$ cat src/design/dss_pkg.sv
// ----------------------------------------------------------------------------
// Deduplicating set store package
// Capacity, derived widths, operation codes and the transfer and control
// types shared by the set store modules.
// ----------------------------------------------------------------------------
package dss_pkg;

	localparam int CAPACITY = 16;
	localparam int CNT_W = $clog2(CAPACITY + 1);
	localparam int ADDR_W = (CAPACITY > 1) ? $clog2(CAPACITY) : 1;
	localparam int VALUE_W = 64;
	localparam int COUNT_OUT_W = 5;

	localparam logic [1:0] FUNC_ADD = 2'd0;
	localparam logic [1:0] FUNC_CONTAINS = 2'd1;
	localparam logic [1:0] FUNC_POP = 2'd2;

	typedef struct packed {
		logic [1:0] func;
		logic [VALUE_W-1:0] item_value;
	} req_t;

	typedef struct packed {
		logic found;
		logic stored;
		logic full_refused;
		logic popped_valid;
		logic [VALUE_W-1:0] popped_value;
		logic [COUNT_OUT_W-1:0] entry_count;
		logic is_empty;
	} rsp_t;

	typedef struct packed {
		logic start;
		logic [CNT_W-1:0] limit;
		logic [VALUE_W-1:0] key;
	} scan_cmd_t;

	typedef struct packed {
		logic done;
		logic hit;
	} scan_stat_t;

endpackage

$ cat src/design/dedup_set_store.sv
// ----------------------------------------------------------------------------
// Deduplicating set store
// Holds up to CAPACITY distinct 64-bit values with add, contains and pop of
// the newest entry; one result per request.
// ----------------------------------------------------------------------------
// An add or contains request searches the entries in use one per cycle
// through the single read port of the entry store. A pop reads the newest
// entry, and a pop of an empty set or an unused code finishes without a
// read. Only one request is in work at a time; the finished result waits
// in an output register so that the next request is taken while it does.
module dedup_set_store
	import dss_pkg::*;
(
	input  logic clk,
	input  logic arst_n,
	input  logic req_valid,
	output logic req_ready,
	input  req_t req,
	output logic rsp_valid,
	input  logic rsp_ready,
	output rsp_t rsp
);

	typedef enum logic [1:0] {
		S_IDLE,
		S_SCAN,
		S_POPRD,
		S_DONE
	} state_t;

	state_t             state_q;
	logic [1:0]         func_q;
	logic [CNT_W-1:0]   count_q;
	logic [CNT_W-1:0]   count_inc;
	logic [CNT_W-1:0]   count_m1;
	rsp_t               res_q;
	rsp_t               res_d;
	rsp_t               rsp_q;
	logic               rsp_valid_q;
	logic               rsp_load;
	logic               accept;
	logic               full;
	scan_cmd_t          scan_cmd;
	scan_stat_t         scan_stat;
	logic [ADDR_W-1:0]  scan_raddr;
	logic               ram_we;
	logic [ADDR_W-1:0]  ram_raddr;
	logic [VALUE_W-1:0] ram_rdata;

	assign req_ready = (state_q == S_IDLE);
	assign accept = req_valid && req_ready;
	assign count_inc = count_q + CNT_W'(1);
	assign count_m1 = count_q - CNT_W'(1);
	assign full = (count_q == CNT_W'(CAPACITY));
	assign rsp_load = (state_q == S_DONE) && (!rsp_valid_q || rsp_ready);

	assign scan_cmd = '{
		start: accept && ((req.func == FUNC_ADD) || (req.func == FUNC_CONTAINS)),
		limit: count_q,
		key: req.item_value
	};

	assign ram_we = (state_q == S_SCAN) && scan_stat.done && !scan_stat.hit &&
		(func_q == FUNC_ADD) && !full;
	assign ram_raddr = (state_q == S_IDLE) ? count_m1[ADDR_W-1:0] : scan_raddr;

	dss_scan u_scan (
		.clk    (clk),
		.arst_n (arst_n),
		.cmd    (scan_cmd),
		.rdata  (ram_rdata),
		.raddr  (scan_raddr),
		.stat   (scan_stat)
	);

	dss_ram #(
		.Width (VALUE_W),
		.Depth (CAPACITY)
	) u_entries (
		.clk   (clk),
		.we    (ram_we),
		.waddr (count_q[ADDR_W-1:0]),
		.wdata (res_q.popped_value),
		.raddr (ram_raddr),
		.rdata (ram_rdata)
	);

	always_comb begin
		res_d = res_q;
		unique case (state_q)
			S_IDLE: begin
				res_d = '0;
				res_d.popped_value = (req.func == FUNC_ADD) ? req.item_value : '0;
				res_d.entry_count = COUNT_OUT_W'(count_q);
				res_d.is_empty = (count_q == '0);
			end
			S_SCAN: begin
				res_d.popped_value = '0;
				res_d.found = scan_stat.hit;
				if ((func_q == FUNC_ADD) && !scan_stat.hit) begin
					res_d.full_refused = full;
					res_d.stored = !full;
					if (!full) begin
						res_d.entry_count = COUNT_OUT_W'(count_inc);
						res_d.is_empty = 1'b0;
					end
				end
			end
			S_POPRD: begin
				res_d.popped_valid = 1'b1;
				res_d.popped_value = ram_rdata;
				res_d.entry_count = COUNT_OUT_W'(count_m1);
				res_d.is_empty = (count_m1 == '0);
			end
			S_DONE: begin
			end
			default: begin
			end
		endcase
	end

	always_ff @(posedge clk or negedge arst_n) begin
		if (!arst_n) begin
			state_q <= S_IDLE;
			func_q <= FUNC_ADD;
			count_q <= '0;
			res_q <= '0;
			rsp_q <= '0;
			rsp_valid_q <= 1'b0;
		end else begin
			if (rsp_load) begin
				rsp_valid_q <= 1'b1;
			end else if (rsp_ready) begin
				rsp_valid_q <= 1'b0;
			end
			unique case (state_q)
				S_IDLE: begin
					if (accept) begin
						func_q <= req.func;
						res_q <= res_d;
						unique case (req.func)
							FUNC_ADD, FUNC_CONTAINS: state_q <= S_SCAN;
							FUNC_POP: state_q <= (count_q != '0) ? S_POPRD : S_DONE;
							default: state_q <= S_DONE;
						endcase
					end
				end
				S_SCAN: begin
					if (scan_stat.done) begin
						state_q <= S_DONE;
						res_q <= res_d;
						if (ram_we) begin
							count_q <= count_inc;
						end
					end
				end
				S_POPRD: begin
					state_q <= S_DONE;
					count_q <= count_m1;
					res_q <= res_d;
				end
				S_DONE: begin
					if (rsp_load) begin
						rsp_q <= res_q;
						state_q <= S_IDLE;
					end
				end
				default: state_q <= S_IDLE;
			endcase
		end
	end

	assign rsp_valid = rsp_valid_q;
	assign rsp = rsp_q;

`ifndef SYNTH
	a_count_bounded: assert property (@(posedge clk) disable iff (!arst_n)
		count_q <= CNT_W'(CAPACITY))
		else $error("entry count beyond capacity");

	a_scan_done_in_scan: assert property (@(posedge clk) disable iff (!arst_n)
		scan_stat.done |-> (state_q == S_SCAN))
		else $error("scan finished outside a lookup");

	a_pop_decrements: assert property (@(posedge clk) disable iff (!arst_n)
		(accept && (req.func == FUNC_POP) && (count_q != '0)) |=>
		##1 (count_q == $past(count_m1, 2)))
		else $error("pop did not remove one entry");

	a_stored_not_empty: assert property (@(posedge clk) disable iff (!arst_n)
		(rsp_valid && rsp.stored) |-> !rsp.is_empty)
		else $error("stored result reports an empty set");
`endif

endmodule

$ cat src/design/dss_ram.sv
// ----------------------------------------------------------------------------
// Generic single-port-write RAM
// One write port and one read port; the read data is registered.
// ----------------------------------------------------------------------------
module dss_ram #(
	parameter int Width = 64,
	parameter int Depth = 16,
	localparam int AddrW = (Depth > 1) ? $clog2(Depth) : 1
) (
	input  logic             clk,
	input  logic             we,
	input  logic [AddrW-1:0] waddr,
	input  logic [Width-1:0] wdata,
	input  logic [AddrW-1:0] raddr,
	output logic [Width-1:0] rdata
);

	logic [Width-1:0] mem_q [Depth];
	logic [Width-1:0] rdata_q;

	always_ff @(posedge clk) begin
		if (we) begin
			mem_q[waddr] <= wdata;
		end
		rdata_q <= mem_q[raddr];
	end

	assign rdata = rdata_q;

endmodule

$ cat src/design/dss_scan.sv
// ----------------------------------------------------------------------------
// Set store scan engine
// Walks the entries in use one address per cycle through the store's read
// port and compares each with the key in a single 64-bit comparator.
// ----------------------------------------------------------------------------
module dss_scan
	import dss_pkg::*;
(
	input  logic               clk,
	input  logic               arst_n,
	input  scan_cmd_t          cmd,
	input  logic [VALUE_W-1:0] rdata,
	output logic [ADDR_W-1:0]  raddr,
	output scan_stat_t         stat
);

	logic               active_q;
	logic               pend_s1;
	logic [CNT_W-1:0]   idx_q;
	logic [CNT_W-1:0]   limit_q;
	logic [VALUE_W-1:0] key_q;
	scan_stat_t         stat_q;
	logic               hit_now;
	logic               issue;
	logic               finish;

	assign hit_now = pend_s1 && (rdata == key_q);
	assign issue = active_q && !hit_now && (idx_q < limit_q);
	assign finish = active_q && (hit_now || !issue);
	assign raddr = idx_q[ADDR_W-1:0];
	assign stat = stat_q;

	always_ff @(posedge clk) begin
		if (cmd.start) begin
			limit_q <= cmd.limit;
			key_q <= cmd.key;
		end
	end

	always_ff @(posedge clk or negedge arst_n) begin
		if (!arst_n) begin
			active_q <= 1'b0;
			pend_s1 <= 1'b0;
			idx_q <= '0;
			stat_q <= '0;
		end else begin
			stat_q <= '{done: finish && !cmd.start, hit: finish && !cmd.start && hit_now};
			if (cmd.start) begin
				active_q <= 1'b1;
				pend_s1 <= 1'b0;
				idx_q <= '0;
			end else if (active_q) begin
				pend_s1 <= issue;
				idx_q <= idx_q + CNT_W'(issue);
				if (finish) begin
					active_q <= 1'b0;
				end
			end
		end
	end

endmodule

$ cat config.mk
export PLATFORM = sky130hd
export DESIGN_NAME = dedup_set_store
export DESIGN_NICKNAME = d
export VERILOG_FILES = /design/src/design/dss_pkg.sv /design/src/design/dedup_set_store.sv /design/src/design/dss_ram.sv /design/src/design/dss_scan.sv
export SDC_FILE = /design/constraint.sdc
export NUM_CORES = 2
export LEC_CHECK = 0
export ABC_AREA = 1
export BUFFER_PORTS_ARGS = -buffer_cell sky130_fd_sc_hd__buf_2
export CAP_MARGIN = 20
export CORE_UTILIZATION = 30
export DETAILED_ROUTE_END_ITERATION = 7
export SLEW_MARGIN = 20
export SYNTH_ARGS = -nofsm -noshare
export SYNTH_HDL_FRONTEND = slang
export SYNTH_HIERARCHICAL = 1
export SYNTH_SLANG_ARGS = --single-unit
$ cat constraint.sdc
create_clock -name clk -period 4.7 [get_ports clk]
set_clock_uncertainty 0.05 [all_clocks]
set_input_delay 0.47 -clock clk [delete_from_list [all_inputs] [get_ports clk]]
set_output_delay 0.47 -clock clk [all_outputs]
set_load 0.05 [all_outputs]
Word-level counts from Yosys, hierarchy flattened --
Memory sizes are Yosys's and may differ from the RTL's. A register that Yosys moved wholly into a read port is not among the register bits. Index checks and enable logic that the tools add are counted.
Storage, ports and cells: logic and storage cells 111, bits in writable memories 1024, bits in registers 236, memories kept 1, input bits 70, output and inout port bits 76
Operators by class: reductions and logical operators 39, muxes and demuxes 31, magnitude comparators 1, add/sub/neg operators 3, equality and inequality tests 11
Memory list:
- u_entries.mem_q | depth 16, bits a word 64, read ports 1, clocked after Yosys merged registers in 1, write ports 1, line dss_ram.sv:18 | logic [Width-1:0] mem_q [Depth];
Operators with widths (count):
- one-hot mux 74 bit (3 select lines) | 1
- two-way mux 74 bit | 2
- one-hot mux 70 bit (2 select lines) | 1
- == test 64 bit | 1
- two-way mux 64 bit | 1
- two-way mux 5 bit | 4
- logical AND 1 bit | 14
- two-way mux 6 bit | 2
- zero test 5 bit | 2
- two-way mux 1 bit | 10
- one-hot mux 5 bit (2 select lines) | 1
- AND reduction 3 bit | 3
- two-way mux 2 bit | 4
- one-hot mux 2 bit (4 select lines) | 1
- == test 2 bit (second input constant) | 3
- zero test 1 bit | 6
- zero test 2 bit | 3
- one-hot mux 3 bit (2 select lines) | 1
- nonzero test 2 bit | 3
- adder 5 x 1 -> 5 bit | 1
- adder 5 x 1 -> 5 bit (second input constant) | 1
- == test 5 bit (second input constant) | 1
- < comparator 5 bit | 1
- nonzero test 5 bit | 1
- 11 further kinds | 17

Longest topological paths before layout --
depth after elaboration 11, depth in mapped cells 17

By module --
Netlist, hierarchy kept.
Modules (own cells, without submodules):
- dss_ram | cells an instance 4210, instances 1, area each 45285.9 um^2
- dedup_set_store | cells an instance 904, instances 1, area each 7646.1 um^2
- dss_scan | cells an instance 403, instances 1, area each 3758.6 um^2

Least setup slack after synthesis --
Ideal clock, no wire load.
kind reg2reg, from register state_q[0], to register u_scan.stat_q, in the netlist u_scan/stat[0], clock period less this slack 5329 ps, stages on the path, launching flop included 8, data arrival time 5153 ps, data required time 4525 ps, slack -629 ps, path through dfrtp_1 -> inv_1 -> ha_1 -> nand2_1 -> nor2_1 -> inv_1 -> nand2_1 -> nor2_1
RTL lines:
- from (decl) | line dedup_set_store.sv:31 | state_t state_q;
- from (signal assigned) | line dedup_set_store.sv:143 | FUNC_POP: state_q <= (count_q != '0) ? S_POPRD : S_DONE;
- to (signal assigned) | line dss_scan.sv:47 | stat_q <= '{done: finish && !cmd.start, hit: finish && !cmd.start && hit_now};
- to (decl) | line dss_scan.sv:22 | scan_stat_t stat_q;

Final worst setup path --
from register count_q[0], to memory u_entries.mem_q[15][30], enable pin
On the way: longest elaborated chain between the ends 5
RTL lines:
- from (decl) | line dedup_set_store.sv:33 | logic [CNT_W-1:0] count_q;
- from (signal assigned) | line dedup_set_store.sv:153 | count_q <= count_inc;
- from (signal assigned) | line dedup_set_store.sv:159 | count_q <= count_m1;
- == test 5 bit | line dedup_set_store.sv:54 | assign full = (count_q == CNT_W'(CAPACITY));
- zero test 1 bit
- logical AND 1 bit | line dedup_set_store.sv:64 | (func_q == FUNC_ADD) && !full;
- named net ram_we | line dedup_set_store.sv:46 | logic ram_we;
- two-way mux 1 bit | line dss_ram.sv:22 | if (we) begin
- two-way mux 1 bit (not written as such) | line dss_ram.sv:23 | mem_q[waddr] <= wdata;
- to (decl) | line dss_ram.sv:18
The timed path passes the listed nets, and every way through them passes these cells.

==> metrics.log <==
INFO  metric synth_area_leaders = sky130_fd_sc_hd__edfxtp_1 (58%), sky130_fd_sc_hd__nand2_1 (12%), sky130_fd_sc_hd__nand3_1 (7.6%)
INFO  metric worst_slew_margin_rel = between 30% and 40%
INFO  metric grt_first_pass_wirelength = approximately 230 mm
INFO  metric postSynth.asyncResetShare = 12.6%
INFO  metric postRouteAntennaNets = 0
INFO  metric number_of_cts_inserted_buffers = 138
INFO  metric yosys_warnings = 6
INFO  metric crit_path_cell_trace = inv_1 > ha_1 > nand3_2 > nand3_1 > inv_1 > nand3_1 > nor2_4 > buf_4
INFO  metric timing.setup.tns = 0 ps
INFO  metric yosys_most_used_dff = sky130_fd_sc_hd__edfxtp_1
INFO  metric final_replace_weighted_congestion = 0.805
INFO  metric ys_seq_area_share = 67.5%
INFO  metric grt_use_total = between 10% and 20%
INFO  metric finalWorstPathRequiredPeriod = 3560 ps
INFO  metric timing.max_cap.violations = 0
INFO  metric antenna_found_initial = 4
INFO  metric timing.hold.worst.class = in -> reg
INFO  metric rsz0062_at_grt = false
INFO  metric clk_root_buffer_cell = sky130_fd_sc_hd__clkbuf_16
INFO  metric critPathBufInv = 3
INFO  metric antenna_cells_inserted = 0
INFO  metric final_min_period_over_clock_period = 75.8%
INFO  metric violations = DRC
INFO  metric fillerInstances = 18665
INFO  metric worstPathRequired = ~5100 ps
INFO  metric cp_slowest_cell = sky130_fd_sc_hd__nor2_4
INFO  metric postSynthCellCount = 5517
INFO  metric die_h = 437 um
INFO  metric cts_sinks = approximately 1300
INFO  metric die_span_in_x = approximately 440 um
INFO  metric postCtsSetupBuffers = 0
INFO  metric worst-setup-path-type = reg -> reg
INFO  metric dieArea = 191000 um2
INFO  metric ir_worst_vdd = 0.851 mV
INFO  metric element_type_at_the_critical_path_end = register
INFO  metric yosysTopAreaCell = sky130_fd_sc_hd__edfxtp_1
INFO  metric worst_setup_hold_path_clk_slew = 60 ps
INFO  metric timing.critical_path.max_delay_family = simple AND/OR/NAND/NOR gates
INFO  metric initialDrtViolationCount = 3293
INFO  metric clock.fmax = 281 MHz
INFO  metric run_status = complete, but fails checks
INFO  metric critPathMaxStageDelay = 910 ps
INFO  metric placement.io_buffers = 145
INFO  metric critical_path_fanouts_max = 23
INFO  metric p_per_cell_area = 646 nW/um2
INFO  metric avgViaCountPerCell = 4.56
INFO  metric grt_start_max_net_pins = 175
INFO  metric initial_utilization = 30.2%
INFO  metric post_synth.cell_area_avg = 10.3 um2
INFO  metric cts_tree = built
INFO  metric wire_per_inst = 17.9 um
INFO  metric route.detailed.drc = 2
INFO  metric count_of_nets_after_finishing = 5756
INFO  metric core = about 190000 um2
INFO  metric synth_enable_flop_cells = 1093
INFO  metric number_of_hold_slack_violations_in_the_final_timing_report = 0
INFO  metric static-leakage-power = 28.0 nW
INFO  metric sequential_cell_area = around 38000 um2
INFO  metric worst_skew_pair.late_latency = 780 ps
INFO  metric layout-drive-gt1-share = 9.16%
INFO  metric finalSetupViolations = 0
INFO  metric dp_hpwl = 80.7 mm
INFO  metric worst-slew-pin-transition = 1040 ps
INFO  metric multi_input_area = about 13000 um2
INFO  metric grt.overflow.total = 0
INFO  metric dr_total_vias = 37734
INFO  metric layout-area-overhead-vs-synth = 14.8%
INFO  metric cp-start-kind = register
INFO  metric drt-total-wl = 149 mm
INFO  metric mappedNetlistNets = 5601
INFO  metric ctsLongestPathBuffers = 3
INFO  metric hold_slack = about 57 ps
INFO  metric arrival = 3970 ps
INFO  metric ios = 146
INFO  metric std_cell_rows = 159
INFO  metric synth_area = 56700 um2
INFO  metric maxSlewViolCount = 0
INFO  metric ctsHtreeMaxLevel = 4
INFO  metric vias_in_the_first_global_route = 36884
INFO  metric synth_top_area_share = 57.9%
INFO  metric dr.pass1.iters = 8
INFO  metric synth.ff_latch_count = 1324
INFO  metric cell_variety_after_synth = 38
layout by cell type (no fill, tap or decap), types with 8 or more instances in the layout:
cell	instances
sky130_fd_sc_hd__buf_12	34
sky130_fd_sc_hd__buf_2	144
sky130_fd_sc_hd__buf_4	37
sky130_fd_sc_hd__clkbuf_1	40
sky130_fd_sc_hd__clkbuf_16	141
sky130_fd_sc_hd__clkbuf_8	15
sky130_fd_sc_hd__clkinv_1	17
sky130_fd_sc_hd__clkinv_2	22
sky130_fd_sc_hd__dfrtp_1	167
sky130_fd_sc_hd__dfxtp_1	64
sky130_fd_sc_hd__dlygate4sd3_1	68
sky130_fd_sc_hd__edfxtp_1	1093
sky130_fd_sc_hd__ha_1	14
sky130_fd_sc_hd__inv_1	938
sky130_fd_sc_hd__inv_6	10
sky130_fd_sc_hd__nand2_1	1786
sky130_fd_sc_hd__nand3_1	861
sky130_fd_sc_hd__nand4_1	9
sky130_fd_sc_hd__nor2_1	68
sky130_fd_sc_hd__nor2_4	19
sky130_fd_sc_hd__o21ai_0	92
sky130_fd_sc_hd__o21ai_1	8
sky130_fd_sc_hd__o21ai_2	54
sky130_fd_sc_hd__xnor2_1	19
worst min-delay path: stages:
cell,delay [ps]
sky130_fd_sc_hd__buf_2,80
sky130_fd_sc_hd__inv_1,40
sky130_fd_sc_hd__nand2_1,160
sky130_fd_sc_hd__nand2_1,80
kinds of logic (layout without fill, tap and decap cells):
logic type               Yosys count  after routing  share of synthesized area (%)
AO/OA/AOI/OAI                    170            170                           1.89
XOR/XNOR                          22             22                          0.340
adder cells (fa/ha/maj)           14             14                          0.309
buffers and inverters           1217           1489                           9.40
flip-flops                      1324           1324                           67.5
multiplexers                       6              6                          0.119
AND/OR/NAND/NOR                 2764           2764                           20.4
final timing paths:
check / start / endpoint / slack [ps] / cells after the start
worst max-delay path: count_q[0] / u_entries/mem_q[15][30] / 1140 / 8
worst min-delay path: rsp_ready / rsp_valid / 60 / 4
worst max register to register: count_q[0] / u_entries/mem_q[15][30] / 1140 / 8
worst min register to register: rsp[58] / rsp[58] / 430 / 2
max in group asynchronous: arst_n / rsp[19] / 3350 / 3
min in group asynchronous: arst_n / rsp[72] / 160 / 2
final cells by class:
cell class	instances	area share, %
clock buffer	196	5.97
clock inverter	61	0.850
inverter	948	5.53
multi-input combinational	2976	20.4
sequential	1324	58.8
tap	2495	4.80
timing repair buffer	284	3.65
synthesized netlist by cell type, types with 7 or more instances:
| cell | number |
|---|---|
| sky130_fd_sc_hd__nand2_1 | 1786 |
| sky130_fd_sc_hd__edfxtp_1 | 1093 |
| sky130_fd_sc_hd__inv_1 | 939 |
| sky130_fd_sc_hd__nand3_1 | 861 |
| sky130_fd_sc_hd__dfrtp_1 | 167 |
| sky130_fd_sc_hd__buf_2 | 141 |
| sky130_fd_sc_hd__o21ai_0 | 95 |
| sky130_fd_sc_hd__nor2_1 | 85 |
| sky130_fd_sc_hd__dfxtp_1 | 64 |
| sky130_fd_sc_hd__buf_6 | 62 |
| sky130_fd_sc_hd__o21ai_2 | 54 |
| sky130_fd_sc_hd__buf_4 | 27 |
| sky130_fd_sc_hd__clkbuf_1 | 27 |
| sky130_fd_sc_hd__xnor2_1 | 19 |
| sky130_fd_sc_hd__ha_1 | 14 |
| sky130_fd_sc_hd__buf_1 | 11 |
| sky130_fd_sc_hd__nand4_1 | 9 |
| sky130_fd_sc_hd__o21ai_1 | 8 |
| sky130_fd_sc_hd__inv_2 | 7 |
registers in the layout (all words and copies together), names as in the netlist:
register,flops
res_q,74
u_scan/active_q,1
u_scan/limit_q,5
state_q,2
u_scan/stat,2
u_entries/mem_q,1024
count_q,5
u_scan/idx_q,5
rsp_valid,1
func_q,2
u_entries/rdata,64
rsp,74
u_scan/pend_s1,1
u_scan/key_q,64
per-layer routing:
metal / up-vias / track usage [%] / wire (um)
li1: 18029 / - / -
met2: 1126 / 26.2 / 72400
met3: 231 / 2.21 / 8360
met4: 0 / 5.99 / 5070
met1: 18348 / 19.8 / 62800
met5: - / 0 / 0
metrics by stage:
step	instances	setup slack (ps)	utilization (%)	area, um2	power [mW]
finish	8284	1140	34.7	65100	42.0
global route	8284	873	34.7	65100	44.4
CTS	8284	1150	34.7	65100	42.3
detailed placement	7959	1170	31.9	60000	31.5
global placement	7959	1270	31.9	60000	31.3
floorplan	5517	122	-	56700	27.3
where the power goes:
group          total (mW)  internal, mW  leakage (nW)  switching [mW]
Clock                10.7          6.09          2.16            4.58
Sequential           16.4          14.7          12.8            1.65
Combinational        15.0          4.17          13.0            10.8
what timing repair did:
item / 4_1_cts / 5_1_grt
hold endpoints to repair: 158 / 0
hold buffers: 68 / 0
resized for setup: 0 / 0
Power figures use the tool's default switching activity.
